--- src/sv/tbdr_pkg.sv ---
package tbdr_pkg;

  localparam int unsigned TIME_W     = 48;
  localparam int unsigned DEB_W      = 4;
  localparam int unsigned DELAY_W    = 24;
  localparam int unsigned HOLD_W     = 26;
  localparam int unsigned CFG_DATA_W = 32;
  localparam int unsigned CFG_ADDR_W = 4;

  localparam logic [DEB_W-1:0]   DEBOUNCE_COUNT_RST  = DEB_W'(2);
  localparam logic [DELAY_W-1:0] REPEAT_DELAY_RST    = DELAY_W'(450000);
  localparam logic [DELAY_W-1:0] REPEAT_INTERVAL_RST = DELAY_W'(200000);
  localparam logic [HOLD_W-1:0]  POWEROFF_HOLD_RST   = HOLD_W'(2500000);

  typedef enum logic [1:0] {
    REG_DEBOUNCE_COUNT  = 2'd0,
    REG_REPEAT_DELAY    = 2'd1,
    REG_REPEAT_INTERVAL = 2'd2,
    REG_POWEROFF_HOLD   = 2'd3
  } reg_idx_t;

  typedef struct packed {
    logic [DEB_W-1:0]   debounce_count;
    logic [DELAY_W-1:0] repeat_delay_us;
    logic [DELAY_W-1:0] repeat_interval_us;
    logic [HOLD_W-1:0]  poweroff_hold_us;
  } cfg_t;

  typedef struct packed {
    logic up_event;
    logic down_event;
    logic power_off;
  } res_t;

  // press: a new press is accepted this poll; held: stable pressed, no mismatch
  typedef struct packed {
    logic press;
    logic held;
  } deb_status_t;

  // Elapsed time since then reaches thresh; a timestamp before then counts as zero.
  function automatic logic time_reached(input logic [TIME_W-1:0] now,
                                        input logic [TIME_W-1:0] then,
                                        input logic [HOLD_W-1:0] thresh);
    logic [TIME_W:0]   diff;
    logic [TIME_W-1:0] el;
    diff = {1'b0, now} - {1'b0, then};
    el   = diff[TIME_W] ? '0 : diff[TIME_W-1:0];
    return el >= {{(TIME_W - HOLD_W){1'b0}}, thresh};
  endfunction

endpackage

--- src/sv/tbdr_ifs.sv ---
interface tbdr_in_if;
  logic                        valid;
  logic                        ready;
  logic                        up_level;
  logic                        down_level;
  logic [tbdr_pkg::TIME_W-1:0] now_us;

  modport source (output valid, output up_level, output down_level, output now_us,
                  input ready);
  modport sink   (input valid, input up_level, input down_level, input now_us,
                  output ready);
endinterface

interface tbdr_out_if;
  logic valid;
  logic ready;
  logic up_event;
  logic down_event;
  logic power_off;

  modport source (output valid, output up_event, output down_event, output power_off,
                  input ready);
  modport sink   (input valid, input up_event, input down_event, input power_off,
                  output ready);
endinterface

--- src/sv/two_button_debounce_repeat_longpress.sv ---
// Flow: an accepted transaction is held in the input register, evaluated by the core,
// and its result is captured in the output register once that register is free.
// Throughput: one transaction per cycle while the sink takes each result; the input
// register and output register let a new poll enter while a finished result waits to be taken.
// Reset (rst_n low, synchronous): clears pipeline valids, debounce state and the
// halt flag, and loads the configuration registers with their default values.
module two_button_debounce_repeat_longpress (
  input  logic                             clk,
  input  logic                             rst_n,
  tbdr_in_if.sink                          in_ch,
  tbdr_out_if.source                       out_ch,
  input  logic                             cfg_psel,
  input  logic                             cfg_penable,
  input  logic                             cfg_pwrite,
  input  logic [tbdr_pkg::CFG_ADDR_W-1:0]  cfg_paddr,
  input  logic [tbdr_pkg::CFG_DATA_W-1:0]  cfg_pwdata,
  output logic [tbdr_pkg::CFG_DATA_W-1:0]  cfg_prdata,
  output logic                             cfg_pready
);
  import tbdr_pkg::*;

  cfg_t cfg;

  // Input register: holds one poll until the core evaluates it.
  logic              s1_valid_r;
  logic              s1_up_r, s1_dn_r;
  logic [TIME_W-1:0] s1_now_r;

  // Output register: holds the result until the sink takes it.
  logic out_valid_r;
  res_t out_res_r;
  res_t core_res;

  logic s1_adv;
  logic in_fire;

  tbdr_cfg_regs u_cfg (
    .clk     (clk),
    .rst_n   (rst_n),
    .psel    (cfg_psel),
    .penable (cfg_penable),
    .pwrite  (cfg_pwrite),
    .paddr   (cfg_paddr),
    .pwdata  (cfg_pwdata),
    .prdata  (cfg_prdata),
    .pready  (cfg_pready),
    .cfg     (cfg)
  );

  // Advance the held poll into the output register whenever that register is
  // free or being drained this cycle; the core's state commits on the same edge,
  // so the next poll always sees the state its predecessor left.
  assign s1_adv      = s1_valid_r && (!out_valid_r || out_ch.ready);
  assign in_ch.ready = !s1_valid_r || s1_adv;
  assign in_fire     = in_ch.valid && in_ch.ready;

  tbdr_core u_core (
    .clk        (clk),
    .rst_n      (rst_n),
    .en         (s1_adv),
    .up_level   (s1_up_r),
    .down_level (s1_dn_r),
    .now_us     (s1_now_r),
    .cfg        (cfg),
    .res        (core_res)
  );

  always_ff @(posedge clk) begin
    if (!rst_n) begin
      s1_valid_r <= 1'b0;
    end else if (in_fire) begin
      s1_valid_r <= 1'b1;
    end else if (s1_adv) begin
      s1_valid_r <= 1'b0;
    end
  end

  always_ff @(posedge clk) begin
    if (in_fire) begin
      s1_up_r  <= in_ch.up_level;
      s1_dn_r  <= in_ch.down_level;
      s1_now_r <= in_ch.now_us;
    end
  end

  always_ff @(posedge clk) begin
    if (!rst_n) begin
      out_valid_r <= 1'b0;
    end else if (s1_adv) begin
      out_valid_r <= 1'b1;
    end else if (out_ch.ready) begin
      out_valid_r <= 1'b0;
    end
  end

  always_ff @(posedge clk) begin
    if (s1_adv) begin
      out_res_r <= core_res;
    end
  end

  // Every poll yields exactly one result, all zeros once halted.
  assign out_ch.valid      = out_valid_r;
  assign out_ch.up_event   = out_res_r.up_event;
  assign out_ch.down_event = out_res_r.down_event;
  assign out_ch.power_off  = out_res_r.power_off;

endmodule

--- src/sv/tbdr_debounce.sv ---
module tbdr_debounce (
  input  logic                         clk,
  input  logic                         rst_n,
  input  logic                         en,
  input  logic                         raw_pressed,
  input  logic [tbdr_pkg::DEB_W-1:0]   debounce_count,
  output tbdr_pkg::deb_status_t        status
);
  import tbdr_pkg::*;

  logic             stable_r, stable_nxt;
  logic [DEB_W-1:0] count_r, count_nxt, count_inc;
  logic             mismatch;
  logic             changed;

  always_comb begin
    count_inc  = count_r + DEB_W'(1);
    mismatch   = raw_pressed != stable_r;
    count_nxt  = '0;
    stable_nxt = stable_r;
    changed    = 1'b0;
    if (mismatch) begin
      if (count_inc < debounce_count) begin
        count_nxt = count_inc;
      end else begin
        stable_nxt = raw_pressed;
        changed    = 1'b1;
      end
    end
  end

  assign status.press = changed && raw_pressed;
  assign status.held  = stable_r && !mismatch;

  always_ff @(posedge clk) begin
    if (!rst_n) begin
      stable_r <= 1'b0;
      count_r  <= '0;
    end else if (en) begin
      stable_r <= stable_nxt;
      count_r  <= count_nxt;
    end
  end

endmodule

--- src/sv/tbdr_cfg_regs.sv ---
module tbdr_cfg_regs (
  input  logic                             clk,
  input  logic                             rst_n,
  input  logic                             psel,
  input  logic                             penable,
  input  logic                             pwrite,
  input  logic [tbdr_pkg::CFG_ADDR_W-1:0]  paddr,
  input  logic [tbdr_pkg::CFG_DATA_W-1:0]  pwdata,
  output logic [tbdr_pkg::CFG_DATA_W-1:0]  prdata,
  output logic                             pready,
  output tbdr_pkg::cfg_t                   cfg
);
  import tbdr_pkg::*;

  cfg_t     cfg_r;
  reg_idx_t idx;
  logic     wr_en;

  assign idx    = reg_idx_t'(paddr[3:2]);
  assign wr_en  = psel && penable && pwrite;
  assign pready = 1'b1;
  assign cfg    = cfg_r;

  always_comb begin
    case (idx)
      REG_DEBOUNCE_COUNT:  prdata = CFG_DATA_W'(cfg_r.debounce_count);
      REG_REPEAT_DELAY:    prdata = CFG_DATA_W'(cfg_r.repeat_delay_us);
      REG_REPEAT_INTERVAL: prdata = CFG_DATA_W'(cfg_r.repeat_interval_us);
      REG_POWEROFF_HOLD:   prdata = CFG_DATA_W'(cfg_r.poweroff_hold_us);
      default:             prdata = '0;
    endcase
  end

  always_ff @(posedge clk) begin
    if (!rst_n) begin
      cfg_r.debounce_count     <= DEBOUNCE_COUNT_RST;
      cfg_r.repeat_delay_us    <= REPEAT_DELAY_RST;
      cfg_r.repeat_interval_us <= REPEAT_INTERVAL_RST;
      cfg_r.poweroff_hold_us   <= POWEROFF_HOLD_RST;
    end else if (wr_en) begin
      case (idx)
        REG_DEBOUNCE_COUNT:  cfg_r.debounce_count     <= pwdata[DEB_W-1:0];
        REG_REPEAT_DELAY:    cfg_r.repeat_delay_us    <= pwdata[DELAY_W-1:0];
        REG_REPEAT_INTERVAL: cfg_r.repeat_interval_us <= pwdata[DELAY_W-1:0];
        REG_POWEROFF_HOLD:   cfg_r.poweroff_hold_us   <= pwdata[HOLD_W-1:0];
        default:             cfg_r <= cfg_r;
      endcase
    end
  end

endmodule

--- src/sv/tbdr_core.sv ---
module tbdr_core (
  input  logic                        clk,
  input  logic                        rst_n,
  input  logic                        en,
  input  logic                        up_level,
  input  logic                        down_level,
  input  logic [tbdr_pkg::TIME_W-1:0] now_us,
  input  tbdr_pkg::cfg_t              cfg,
  output tbdr_pkg::res_t              res
);
  import tbdr_pkg::*;

  logic              halted_r;
  logic [TIME_W-1:0] up_press_r, up_last_rep_r, dn_press_r;
  deb_status_t       up_st, dn_st;
  logic              deb_en;
  logic              up_rep, pwr_hit;

  // Freeze the debouncers once halted.
  assign deb_en = en && !halted_r;

  tbdr_debounce u_up_deb (
    .clk            (clk),
    .rst_n          (rst_n),
    .en             (deb_en),
    .raw_pressed    (!up_level),
    .debounce_count (cfg.debounce_count),
    .status         (up_st)
  );

  tbdr_debounce u_dn_deb (
    .clk            (clk),
    .rst_n          (rst_n),
    .en             (deb_en),
    .raw_pressed    (!down_level),
    .debounce_count (cfg.debounce_count),
    .status         (dn_st)
  );

  always_comb begin
    up_rep  = up_st.held &&
              time_reached(now_us, up_press_r, HOLD_W'(cfg.repeat_delay_us)) &&
              time_reached(now_us, up_last_rep_r, HOLD_W'(cfg.repeat_interval_us));
    pwr_hit = dn_st.held && time_reached(now_us, dn_press_r, cfg.poweroff_hold_us);
    res.up_event   = !halted_r && (up_st.press || up_rep);
    res.down_event = !halted_r && dn_st.press;
    res.power_off  = !halted_r && pwr_hit;
  end

  always_ff @(posedge clk) begin
    if (!rst_n) begin
      halted_r <= 1'b0;
    end else if (en && res.power_off) begin
      halted_r <= 1'b1;
    end
  end

  // Timestamps are only read after the matching press has written them.
  always_ff @(posedge clk) begin
    if (deb_en) begin
      if (up_st.press) begin
        up_press_r    <= now_us;
        up_last_rep_r <= now_us;
      end else if (up_rep) begin
        up_last_rep_r <= now_us;
      end
      if (dn_st.press) begin
        dn_press_r <= now_us;
      end
    end
  end

  a_halt_after_poweroff: assert property (@(posedge clk) disable iff (!rst_n)
    (en && res.power_off) |=> halted_r)
    else $error("power off did not halt the block");

  a_halt_sticky: assert property (@(posedge clk) disable iff (!rst_n)
    halted_r |=> halted_r && (res == '0))
    else $error("halted state left or produced events");

  a_press_no_poweroff: assert property (@(posedge clk) disable iff (!rst_n)
    (en && res.down_event) |-> !res.power_off)
    else $error("down press and power off on the same poll");

endmodule
--- src/flat_wrapper.sv ---
// flat-port wrapper written by rule: the top's interface ports become plain ports
module two_button_debounce_repeat_longpress_flat import tbdr_pkg::*;
  (clk, rst_n, cfg_psel, cfg_penable, cfg_pwrite, cfg_paddr, cfg_pwdata, cfg_prdata, cfg_pready, in_ch_valid, in_ch_up_level, in_ch_down_level, in_ch_now_us, in_ch_ready, out_ch_valid, out_ch_up_event, out_ch_down_event, out_ch_power_off, out_ch_ready);
  tbdr_in_if in_ch_i ();
  tbdr_out_if out_ch_i ();
  input  logic clk;
  input  logic rst_n;
  input  logic cfg_psel;
  input  logic cfg_penable;
  input  logic cfg_pwrite;
  input  logic [tbdr_pkg::CFG_ADDR_W-1:0] cfg_paddr;
  input  logic [tbdr_pkg::CFG_DATA_W-1:0] cfg_pwdata;
  output logic [tbdr_pkg::CFG_DATA_W-1:0] cfg_prdata;
  output logic cfg_pready;
  input wire logic [$bits(in_ch_i.valid)-1:0] in_ch_valid;
  input wire logic [$bits(in_ch_i.up_level)-1:0] in_ch_up_level;
  input wire logic [$bits(in_ch_i.down_level)-1:0] in_ch_down_level;
  input wire logic [$bits(in_ch_i.now_us)-1:0] in_ch_now_us;
  output wire logic [$bits(in_ch_i.ready)-1:0] in_ch_ready;
  output wire logic [$bits(out_ch_i.valid)-1:0] out_ch_valid;
  output wire logic [$bits(out_ch_i.up_event)-1:0] out_ch_up_event;
  output wire logic [$bits(out_ch_i.down_event)-1:0] out_ch_down_event;
  output wire logic [$bits(out_ch_i.power_off)-1:0] out_ch_power_off;
  input wire logic [$bits(out_ch_i.ready)-1:0] out_ch_ready;
  assign in_ch_i.valid = in_ch_valid;
  assign in_ch_i.up_level = in_ch_up_level;
  assign in_ch_i.down_level = in_ch_down_level;
  assign in_ch_i.now_us = in_ch_now_us;
  assign in_ch_ready = in_ch_i.ready;
  assign out_ch_valid = out_ch_i.valid;
  assign out_ch_up_event = out_ch_i.up_event;
  assign out_ch_down_event = out_ch_i.down_event;
  assign out_ch_power_off = out_ch_i.power_off;
  assign out_ch_i.ready = out_ch_ready;
  two_button_debounce_repeat_longpress u_core (.clk(clk), .rst_n(rst_n), .in_ch(in_ch_i), .out_ch(out_ch_i), .cfg_psel(cfg_psel), .cfg_penable(cfg_penable), .cfg_pwrite(cfg_pwrite), .cfg_paddr(cfg_paddr), .cfg_pwdata(cfg_pwdata), .cfg_prdata(cfg_prdata), .cfg_pready(cfg_pready));
endmodule
--- config.mk ---
export PLATFORM = sky130hd
export DESIGN_NAME = two_button_debounce_repeat_longpress_flat
export DESIGN_NICKNAME = d
export VERILOG_FILES = /design/src/sv/tbdr_pkg.sv /design/src/sv/tbdr_ifs.sv /design/src/sv/two_button_debounce_repeat_longpress.sv /design/src/sv/tbdr_debounce.sv /design/src/sv/tbdr_cfg_regs.sv /design/src/sv/tbdr_core.sv /design/src/flat_wrapper.sv
export SDC_FILE = /design/constraint.sdc
export NUM_CORES = 1
export LEC_CHECK = 0
export BUFFER_PORTS_ARGS = -buffer_cell sky130_fd_sc_hd__buf_4
export CORE_MARGIN = 4
export CORE_UTILIZATION = 50
export DETAILED_ROUTE_END_ITERATION = 16
export GPL_ROUTABILITY_DRIVEN = 0
export PLACE_DENSITY = 0.79
export SETUP_SLACK_MARGIN = 0.02
export SLEW_MARGIN = 20
export SYNTH_ARGS = -nofsm -noshare
export SYNTH_HDL_FRONTEND = slang
export SYNTH_SLANG_ARGS = --single-unit
--- constraint.sdc ---
create_clock -name clk -period 9.55 [get_ports clk]
set_input_delay 2.865 -clock clk [delete_from_list [all_inputs] [get_ports clk]]
set_output_delay 2.865 -clock clk [all_outputs]
set_load 0.05 [all_outputs]
* After elaboration in Yosys (flattened, before gate mapping)
Cells that the tools add are included.
** Storage, ports and cells
- Memory bits (writable) :: 0
- ROM bits :: 0
- Output and inout bits :: 38
- Input port bits :: 93
- Logic and storage cells :: 94
- Latch bits :: 0
- Flip-flop bits (word level) :: 288
- Memories kept :: 0
** Cells by class
- Multiply operators :: 0
- Shift operators :: 0
- Reduce and logical (&&, ||, !) cells :: 39
- Add/subtract/negate cells :: 5
- Equality and inequality tests :: 5
- Muxes and demuxes :: 18
- Bitwise operators :: 2
- Div/mod/pow operators :: 0
- Magnitude comparators :: 5
** Operators with widths (count)
- $mux W48 :: 5
- $sub A48 B48 Y49 :: 3
- $pmux W32 S4 :: 1
- $ge A48 B24 Y1 :: 2
- $ge A48 B26 Y1 :: 1
- $logic_and A1 B1 Y1 :: 16
- $mux W4 :: 4
- $reduce_and A2 Y1 :: 7
- $add A4 B1 Y4 const B :: 2
- $lt A4 B4 Y1 :: 2
- $mux W1 :: 8
- $logic_not A1 Y1 :: 7
- $reduce_and A3 Y1 :: 2
- $reduce_bool A2 Y1 :: 3
- $eq A2 B2 Y1 const B :: 2
- $logic_or A1 B1 Y1 :: 3
- $eq A2 B1 Y1 const B :: 1
- $logic_not A2 Y1 :: 1
- $ne A1 B1 Y1 :: 2
- $not A1 Y1 :: 2

* Longest topological paths before layout
Gate-level depths: netlist of the first run.
- Depth after elaboration :: 8
- Mapped depth :: 28
- Mapped depth without buffers :: 27

* Hierarchy
From an unflattened synthesis of the first run, not the netlist that was laid out.
** Unflattened totals
- Cell total of the unflattened synthesis :: 2502
- Area total of the unflattened synthesis :: 22192.5 um^2
** Modules (own cells, without submodules)
- tbdr_core :: sequential area each 4344.2 um^2, cells an instance 1997, area an instance 16155.5 um^2, times used 1
- tbdr_cfg_regs :: sequential area each 1561.5 um^2, cells an instance 365, area an instance 3643.5 um^2, times used 1
- two_button_debounce_repeat_longpress :: sequential area each 1631.6 um^2, cells an instance 62, area an instance 1695.4 um^2, times used 1
- tbdr_debounce :: sequential area each 100.1 um^2, cells an instance 39, area an instance 349.1 um^2, times used 2

* Worst setup path before layout of the first run
Ideal clock, no wire load.
- Path type :: input to register
- Start point :: input port out_ch_ready
- End point :: register u_core.u_core.up_last_rep_r[0] (enable)
- Setup time :: 0.457 ns
- Arrival time :: 7.038 ns
- Data required time :: 9.093 ns
- Slack :: 2.056 ns
- Stages :: 8
- Path buffers :: 1
- Path through :: nor2b_1 > nor2b_1 > nand2b_1 > clkbuf_1 > or3b_2 > nor2_1 > inv_1 > o31ai_2
** On the way
- Word-level cells in the longest chain between the ends :: 4
** Ends and longest elaborated chain
- from (decl) :: line flat_wrapper.sv:24 : input wire logic [$bits(out_ch_i.ready)-1:0] out_ch_ready;
- $logic_or A1 B1 Y1 :: line two_button_debounce_repeat_longpress.sv:53 : assign s1_adv = s1_valid_r && (!out_valid_r || out_ch.ready);
- $logic_and A1 B1 Y1 :: line two_button_debounce_repeat_longpress.sv:53
- via u_core.s1_adv :: line two_button_debounce_repeat_longpress.sv:34 : logic s1_adv;
- $logic_and A1 B1 Y1 :: line tbdr_core.sv:20 : assign deb_en = en && !halted_r;
- $reduce_and A2 Y1 (no line)
- to (signal assigned) :: line tbdr_core.sv:63 : up_last_rep_r <= now_us;
- to (signal assigned) :: line tbdr_core.sv:65 : up_last_rep_r <= now_us;
- to (decl) :: line tbdr_core.sv:14 : logic [TIME_W-1:0] up_press_r, up_last_rep_r, dn_press_r;
The timed path passes the listed nets, and every way through them passes these cells.
A chain may end at the register's enable or synchronous reset.

* Worst setup path in the final report of the first run
- Start point :: register u_core.s1_now_r[0]
- End point :: register u_core.u_core.up_last_rep_r[4] (enable)
** On the way
- Word-level cells in the longest chain between the ends :: 7
- Elaborated cells on any way between the ends :: 10
- Those cells by class :: add/sub: 2; order compare: 2; mux: 2; reduce/logical: 4
** Ends and longest elaborated chain
- from (decl) :: line two_button_debounce_repeat_longpress.sv:27 : logic [TIME_W-1:0] s1_now_r;
- from (signal assigned) :: line two_button_debounce_repeat_longpress.sv:82 : s1_now_r <= in_ch.now_us;
- $sub A48 B48 Y49 :: line tbdr_pkg.sv:47 : diff = {1'b0, now} - {1'b0, then};
- $mux W48 :: line tbdr_pkg.sv:48 : el = diff[TIME_W] ? '0 : diff[TIME_W-1:0];
- $ge A48 B24 Y1 :: line tbdr_pkg.sv:49 : return el >= {{(TIME_W - HOLD_W){1'b0}}, thresh};
- $logic_and A1 B1 Y1 :: line tbdr_core.sv:41 : up_rep = up_st.held &&
- $logic_and A1 B1 Y1 * :: line tbdr_core.sv:42 : time_reached(now_us, up_press_r, HOLD_W'(cfg.repeat_delay_us)) &&
- $reduce_bool A2 Y1 (no line) *
- $reduce_and A2 Y1 (no line) *
Mark *: on every way between the ends. The rest lies on a longest branch, timed or not.

==> results.txt, run 1 <==
CTS hold repair buffers -> 0
# Max-Cap Violations -> 0
Status -> completed
Vias -> 19.3k
Hold Fails Final Rpt -> 0
Most common cell after layout, fill and taps aside -> nand2_1
Post-Syn Area -> 21700 sq um
Relative slew slack -> 40.6%
Initial Utilization -> 50.4%
CTS tree -> built
Critical Path RT -> 9.75 ns
CP endpoint kind -> flop
DP Area -> 23000 sq um
Synth warn -> 0
Fmax -> 0.123 GHz
Min Tclk post-route -> 8.13 ns
Largest net degree at the start of global routing -> 93
Drt wl/cell -> 18.9 um
Die Width -> 216 um
Vias per inst -> 6.07
R2R Setup Slk -> 1.42 ns
Register area share after synthesis -> 35.7%
Post-route cell area -> 24100 sq um
Largest family of logic cells by synthesized area -> compound AO/OA/AOI/OAI gates
RSZ-0062 raised after global routing -> false
Adder-Cell Fraction of Synth Area -> 13.4%
Hold Path Class -> reg -> reg
Pwr/cell area -> 136 nW/um^2
Post-CTS setup buffers -> 0
Number of distinct library cells after synthesis -> 93
First-pass GRT wire length -> 94.5 mm
Cells after DPL -> 3115
Skew-Pair Late Insertion Delay -> 0.55 ns
Psw -> 0.939 mW
H-tree Lvls -> 2
DP HPWL -> 46.2 mm
Endpoint, Worst Hold -> u_core.u_cfg.cfg[71]$_SDFFE_PN0P_
Final Instance Count excl. Fillers -> 3176
Post-Route Utilization -> 56.0%
Max Fanout on Critical Path -> 48
Syn_area_per_cell -> 8.66 sq um
# setup viols final -> 0
CP startpoint kind -> flop
Post-synthesis compound-gate area fraction -> 22.6%
Async set or reset register ratio after synthesis -> 0%
# fillers -> 3753
Post-route ant nets -> 0
# resized after CTS -> 0
Worst reg2reg path depth -> 27
Rows -> 76
Fin nets -> 2891
Sw Share -> 28.6%
Ports -> 131
N_diodes -> 0
Sum Neg Setup Slack -> 0 ns
Max IR drop VDD -> 0.000115 V
WP data arrival -> 8.33 ns
Core box area -> 43000 sq um
R2r startpoint -> u_core.s1_now_r[0]$_DFFE_PP_
Comb pwr share -> 18.3%
Worst-path clk slew -> 0.06 ns
Leakage Power -> 10.1 nW
Initial antenna violation count -> 0
Die Height -> 216 um
Port bufs -> 115
CP Class -> reg -> reg
Post-synth EDFFs -> 197
Final Hold Slack -> 0.466 ns
DRT iter0 DRCs -> 2463
Post-Synth Simple-Gate Area -> 16.8%
Max Buffers Root-to-Sink -> 3
Die footprint -> 46800 sq um
Tot Pwr -> 3.29 mW
Layout area overhead -> 11.1%
Mux contribution to synthesized area -> 1.22%
Hold Startpoint -> u_core.u_cfg.cfg[71]$_SDFFE_PN0P_
Final Slew Violations -> 0
Fraction of synthesized cell area in xor and xnor cells -> 3.84%
Synth Register Bits -> 288
Root Buffer -> clkbuf_16
Aggregate global-route resource usage -> 24.7%
Setup WS post-layout -> 1.42 ns
Clock sinks -> 288
WHS Path Cells -> 2
Mapped Cells -> 2503
Routed wire length -> 60.0 mm
Least-Margin Pin Slew -> 0.889 ns
Most frequent cells in the layout -> 314 x nand2_1, 257 x inv_1, 228 x ha_1, 197 x edfxtp_1, 188 x a21oi_1
Vias in the first global route -> 18.2k
Worst slack at placement -> 1.56 ns
DRC viols -> 0
CTS buffer count -> 35
Ys flop type -> edfxtp_1
Period Utilization, post-route -> 85.1%
Internal power -> 2.35 mW
Reg power frac -> 42.4%
Clock power share -> 39.4%
Congestion Overflow GR -> 0
Worst clock skew -> 0.0236 ns
FF-to-FF End -> u_core.u_core.up_last_rep_r[4]$_DFFE_PP_
Share of layout cells above drive strength 1 -> 8.61%
First-pass DRT Iterations -> 7
critical path, stage by stage, from the launching register on:
cell and delay, ns:
edfxtp_1 0.43, inv_1 0.13, ha_1 0.20, inv_1 0.06, fa_1 0.41, a21o_1 0.22, a311oi_1 0.60, nor3_1 0.19
o2111a_1 0.37, o211ai_1 0.35, a211oi_1 0.15, o21ai_0 0.28, nor2b_1 0.25, buf_4 0.35, nor2_1 0.11, ha_1 0.28
o21ai_0 0.28, a211oi_1 0.14, o31ai_1 0.22, o21ai_0 0.25, a21oi_1 0.56, nand4_1 0.20, nor4_1 0.31, nand4_1 0.12
o311ai_1 0.67, a21o_1 0.19, o31ai_4 0.06, buf_4 0.31
cell usage after synthesis (7+ instances only):
| library cell | number | area [sq um] |
|---|---|---|
| nor4_1 | 14 | 87.6 |
| o211ai_1 | 44 | 330 |
| xnor2_1 | 58 | 508 |
| a221oi_1 | 9 | 78.8 |
| a21o_1 | 61 | 458 |
| and2_1 | 13 | 81.3 |
| and3_1 | 28 | 175 |
| clkbuf_1 | 85 | 319 |
| a21boi_0 | 58 | 435 |
| buf_4 | 7 | 52.6 |
| nand4_1 | 43 | 269 |
| o21a_1 | 27 | 203 |
| dfxtp_1 | 91 | 1820 |
| xor2_1 | 37 | 324 |
| a22o_1 | 20 | 175 |
| ha_1 | 228 | 2850 |
| a22oi_1 | 9 | 67.6 |
| nand2_1 | 314 | 1180 |
| inv_1 | 257 | 965 |
| nor3_1 | 35 | 175 |
| or2_2 | 8 | 50.1 |
| o21bai_1 | 29 | 218 |
| nand3_1 | 45 | 225 |
| edfxtp_1 | 197 | 5920 |
| a211o_1 | 8 | 70.1 |
| nor2b_1 | 36 | 225 |
| a31oi_1 | 21 | 131 |
| nand3b_1 | 8 | 60.1 |
| and4_1 | 7 | 61.3 |
| or3_1 | 13 | 81.3 |
| mux2i_1 | 14 | 140 |
| nand2b_1 | 12 | 75.1 |
| a211oi_1 | 26 | 195 |
| o21ai_0 | 116 | 581 |
| buf_2 | 10 | 50.1 |
| o21ai_1 | 25 | 125 |
| nor2_1 | 166 | 623 |
| a21oi_1 | 188 | 941 |
power groups by stage:
| stage | Combinational, mW | Sequential [mW] | Clock (mW) |
|---|---|---|---|
| global route | 0.652 | 1.40 | 1.37 |
| finish | 0.600 | 1.39 | 1.29 |
| global placement | 0.563 | 1.42 | 0 |
| CTS | 0.586 | 1.39 | 1.32 |
| floorplan | 0.415 | 1.40 | 0 |
| detailed placement | 0.582 | 1.42 | 0 |
layout make-up:
type	instances	area, sq um	share of cell area [%]
clock buffers	44	992	4.12
multi-input cells	1859	12600	52.3
inverters	258	968	4.02
repair buffers	125	938	3.90
well taps	585	732	3.04
flip-flops and latches	288	7740	32.1
clock inverters	17	119	0.494
per-layer routing:
metal | global-route usage [%] | wire length, um
met1 | 34.4 | 25900
met2 | 39.5 | 26400
met3 | 3.28 | 5360
met4 | 9.41 | 2430
met5 | 0 | 0
sequential cells by signal (all words and copies together), names as in the netlist, 4 cells and up:
signal,cells
u_core.s1_now_r,48
u_core.u_cfg.cfg,78
u_core.u_core.dn_press_r,48
u_core.u_core.u_dn_deb.count_r,4
u_core.u_core.u_up_deb.count_r,4
u_core.u_core.up_last_rep_r,48
u_core.u_core.up_press_r,48
how the worst max path moves through the flow:
stage	startpoint	end	slack, ns	cells after the start
after floorplan	out_ch_ready	u_core.u_core.up_last_rep_r[0]$_DFFE_PP_	2.06	8
after global placement	u_core.s1_now_r[0]$_DFFE_PP_	u_core.u_core.up_last_rep_r[0]$_DFFE_PP_	1.82	27
after detailed placement	u_core.s1_now_r[0]$_DFFE_PP_	u_core.u_core.up_last_rep_r[0]$_DFFE_PP_	1.56	27
after CTS	u_core.s1_now_r[0]$_DFFE_PP_	u_core.u_core.up_last_rep_r[4]$_DFFE_PP_	1.49	27
after global routing	u_core.s1_now_r[0]$_DFFE_PP_	u_core.u_core.up_last_rep_r[4]$_DFFE_PP_	0.92	27
final	u_core.s1_now_r[0]$_DFFE_PP_	u_core.u_core.up_last_rep_r[4]$_DFFE_PP_	1.42	27
cell families (layout without fill, tap and decap cells):
family / Yosys count / count (layout)
simple gates: 771 / 771
xor+xnor: 95 / 95
flops: 288 / 288
buf+inv: 361 / 444
compound gates: 734 / 734
other cells: 2 / 7
fa+ha+maj: 231 / 231
mux: 21 / 21
(Power assumes the default switching activity.)
==> run 2: changes to the inputs <==
Settings changed: SYNTH_HIERARCHICAL from default to 1.
==> run 2 against run 1 <==
Against the previous run:
- setup slack improved by 0.67 ns
- combinational power is 3% higher
- critical path depth shrank 23
- sequential share of layout area fell by 0.50 points
- critical path type is now in -> out
- largest cell class unchanged
==> results.txt, run 2 <==
Worst slack at placement -> 1.93 ns (was 1.56 ns)
FF-to-FF End -> u_core/u_core/up_last_rep_r[1]$_DFFE_PP_ (was u_core.u_core.up_last_rep_r[4]$_DFFE_PP_)
Rows -> 76 (unchanged)
Register area share after synthesis -> 34.9% (was 35.7%)
Vias in the first global route -> 18.5k (was 18.2k)
Hold Path Class -> reg -> reg (unchanged)
Skew-Pair Late Insertion Delay -> 0.54 ns (was 0.55 ns)
R2r startpoint -> u_core/s1_now_r[0]$_DFFE_PP_ (was u_core.s1_now_r[0]$_DFFE_PP_)
DRC viols -> 0 (unchanged)
Most instantiated cells after synthesis -> 273 x inv_1, 253 x nand2_1, 228 x ha_1 (was 314 x nand2_1, 257 x inv_1, 228 x ha_1)
Worst reg2reg path depth -> 26 (was 27)
Vias per inst -> 6.23 (was 6.07)
Worst-path clk slew -> 0.06 ns (about the same)
Port bufs -> 115 (unchanged)
Max Buffers Root-to-Sink -> 3 (unchanged)
Period Utilization, post-route -> 78.1% (was 85.1%)
Syn_area_per_cell -> 8.87 sq um (was 8.66 sq um)
Number of distinct library cells after synthesis -> 100 (was 93)
DP HPWL -> 46.7 mm (was 46.2 mm)
Top cell type's share of synthesized area -> 26.7% (was 27.3%)
Min Tclk post-route -> 7.46 ns (was 8.13 ns)
Drt wl/cell -> 19.3 um (was 18.9 um)
Largest net degree at the start of global routing -> 101 (was 93)
Hold Startpoint -> u_core/u_cfg/cfg[55]$_SDFFE_PN0P_ (was u_core.u_cfg.cfg[71]$_SDFFE_PN0P_)
Worst clock skew -> 0.0152 ns (was 0.0236 ns)
Die footprint -> 47800 sq um (was 46800 sq um)
Aggregate global-route resource usage -> 24.6% (was 24.7%)
Biggest area consumer among synthesized cells -> edfxtp_1 (unchanged)
Max IR drop VDD -> 0.000134 V (was 0.000115 V)
Most common cell after layout, fill and taps aside -> inv_1 (was nand2_1)
WP data arrival -> 4.59 ns (was 8.33 ns)
R2R Setup Slk -> 2.15 ns (was 1.42 ns)
Max reg flops -> 78 (unchanged)
CP startpoint kind -> input pin (was flop)
Vias -> 19.7k (was 19.3k)
Synth top area cells -> edfxtp_1 27%, ha_1 13%, dfxtp_1 8.2% (was edfxtp_1 27%, ha_1 13%, dfxtp_1 8.4%)
CTS tree -> built (unchanged)
# setup viols final -> 0 (unchanged)
Slowest stage delay, CP -> 0.73 ns (was 0.67 ns)
Crit-path leading delay family -> simple AND/OR/NAND/NOR gates (was compound AO/OA/AOI/OAI gates)
Most frequent CP cell -> buf_4 (was o21ai_0)
Worst Setup EP -> cfg_prdata[9] (was u_core.u_core.up_last_rep_r[4]$_DFFE_PP_)
CP endpoint kind -> primary output (was flop)
Routed wire length -> 61.1 mm (was 60.0 mm)
Relative slew slack -> 34.5% (was 40.6%)
CTS hold repair buffers -> 0 (unchanged)
CP bufs+invs -> 2 (was 4)
Leakage Power -> 10.7 nW (was 10.1 nW)
H-tree Lvls -> 2 (unchanged)
Layout area overhead -> 10.2% (was 11.1%)
Status -> completed (unchanged)
Setup WS post-layout -> 2.09 ns (was 1.42 ns)
Initial Utilization -> 51.1% (was 50.4%)
# fillers -> 3755 (was 3753)
Post-CTS setup buffers -> 0 (unchanged)
Clock sinks -> 288 (unchanged)
Die Height -> 219 um (was 216 um)
N_diodes -> 0 (unchanged)
# Max-Cap Violations -> 0 (unchanged)
RSZ-0062 raised after global routing -> false (unchanged)
Max Fanout on Critical Path -> 43 (was 48)
Core box area -> 43500 sq um (was 43000 sq um)
Post-synth EDFFs -> 197 (unchanged)
Ys flop type -> edfxtp_1 (unchanged)
Die Width -> 219 um (was 216 um)
Share of layout cells above drive strength 1 -> 9.81% (was 8.61%)
CP Depth -> 4 (was 27)
Least-Margin Pin Slew -> 0.970 ns (was 0.889 ns)
Most numerous cell in the Yosys netlist -> inv_1 (was nand2_1)
Synth Register Bits -> 288 (unchanged)
Crit path cell chain -> buf_4, nor2b_4, a22o_1, buf_4
DRT iter0 DRCs -> 2359 (was 2463)
Crit-path slowest cell -> nor2b_4 (was o311ai_1)
Sum Neg Setup Slack -> 0 ns (unchanged)
Pwr/cell area -> 135 nW/um^2 (was 136 nW/um^2)
Root Buffer -> clkbuf_16 (unchanged)
Hold Fails Final Rpt -> 0 (unchanged)
Fmax -> 0.134 GHz (was 0.123 GHz)
Synth warn -> 6 (was 0)
First-pass GRT wire length -> 95.5 mm (was 94.5 mm)
CP Class -> in -> out (was reg -> reg)
CTS buffer count -> 34 (was 35)
Mapped Cells -> 2502 (was 2503)
Crit. Startpoint -> cfg_paddr[3] (was u_core.s1_now_r[0]$_DFFE_PP_)
Critical Path RT -> 6.69 ns (was 9.75 ns)
Fin nets -> 2880 (was 2891)
First-pass DRT Iterations -> 8 (was 7)
Congestion Overflow GR -> 0 (unchanged)
# resized after CTS -> 0 (unchanged)
Final Slew Violations -> 0 (unchanged)
Post-route ant nets -> 0 (unchanged)
Initial antenna violation count -> 1 (was 0)
Async set or reset register ratio after synthesis -> 0% (unchanged)
Post-Syn Area -> 22200 sq um (was 21700 sq um)
Most frequent cells in the layout -> 273 x inv_1, 253 x nand2_1, 228 x ha_1, 197 x edfxtp_1, 187 x a21oi_1 (was 314 x nand2_1, 257 x inv_1, 228 x ha_1, 197 x edfxtp_1, 188 x a21oi_1)
Ports -> 131 (unchanged)
run 2: cell types whose count changed after synthesis, sizes merged, moves of 11 or more:
cell,previous run,this run
o21ai,141,126
mux2,3,23
a211o,8,21
clkbuf,85,61
mux2i,14,68
a21boi,60,13
nor3,36,49
o211ai,44,33
nand2,314,254
inv,258,273
nor2,166,154
nand4,43,58
buf,18,51
run 2: power breakdown:
| group | internal [mW] | switching [mW] |
|---|---|---|
| Sequential | 1.36 | 0.0359 |
| Clock | 0.793 | 0.513 |
| Combinational | 0.232 | 0.383 |
| Total | 2.38 | 0.932 |
run 2: metrics by stage:
stage               cells  instance area (sq um)  util [%]  hold slack (ns)  power (mW)
finish               3165                  24500      56.3            0.484        3.31
global route         3165                  24500      56.3            0.492        3.45
CTS                  3164                  24500      56.3            0.479        3.33
detailed placement   3104                  23300      53.7            0.469        2.01
global placement     3104                  23300      53.7            0.458        1.99
floorplan            2507                  22200         -            0.443        1.84
run 2: worst min-delay path, stage by stage, from the launching register on:
cell	delay, ns
dfxtp_1	0.33
nand2_1	0.06
mux2i_1	0.05
run 2: per-layer routing:
metal / up-vias / track usage [%] / share of wire, %
li1: 9182 / - / -
met1: 9256 / 33.8 / 43
met2: 1087 / 39.2 / 44
met3: 194 / 3.89 / 8.9
met4: 2 / 9.71 / 4.3
met5: - / 0 / 0.018
run 2: area by class of cell:
cell class                      count  area [sq um]  area share [%]
Clock inverter                     18           190           0.777
Tap cell                          585           732            2.99
Clock buffer                       42           922            3.77
Sequential cell                   288          7740            31.6
Inverter                          274          1030            4.20
Multi-Input combinational cell   1833         12900            52.8
Timing Repair Buffer              125           938            3.84
run 2: worst min-delay path by stage:
stage | cells after the start | endpoint
6_report | 2 | u_core/u_cfg/cfg[55]$_SDFFE_PN0P_
2_1_floorplan | 2 | u_core/u_cfg/cfg[24]$_SDFFE_PN0P_
3_3_place_gp | 2 | u_core/u_cfg/cfg[15]$_SDFFE_PN0P_
3_5_place_dp | 2 | u_core/u_cfg/cfg[71]$_SDFFE_PN0P_
4_1_cts | 2 | u_core/u_cfg/cfg[55]$_SDFFE_PN0P_
5_1_grt | 2 | u_core/u_cfg/cfg[63]$_SDFFE_PN0P_
run 2: cells by family (layout without fill, tap and decap cells):
group | after synthesis | in the layout | synth area share, %
xor+xnor | 98 | 98 | 3.87
compound gates | 652 | 652 | 19.3
buf+inv | 386 | 459 | 7.18
other cells | 2 | 7 | 0.0338
flops | 288 | 288 | 34.9
mux | 95 | 95 | 4.64
fa+ha+maj | 231 | 231 | 13.1
simple gates | 750 | 750 | 16.9
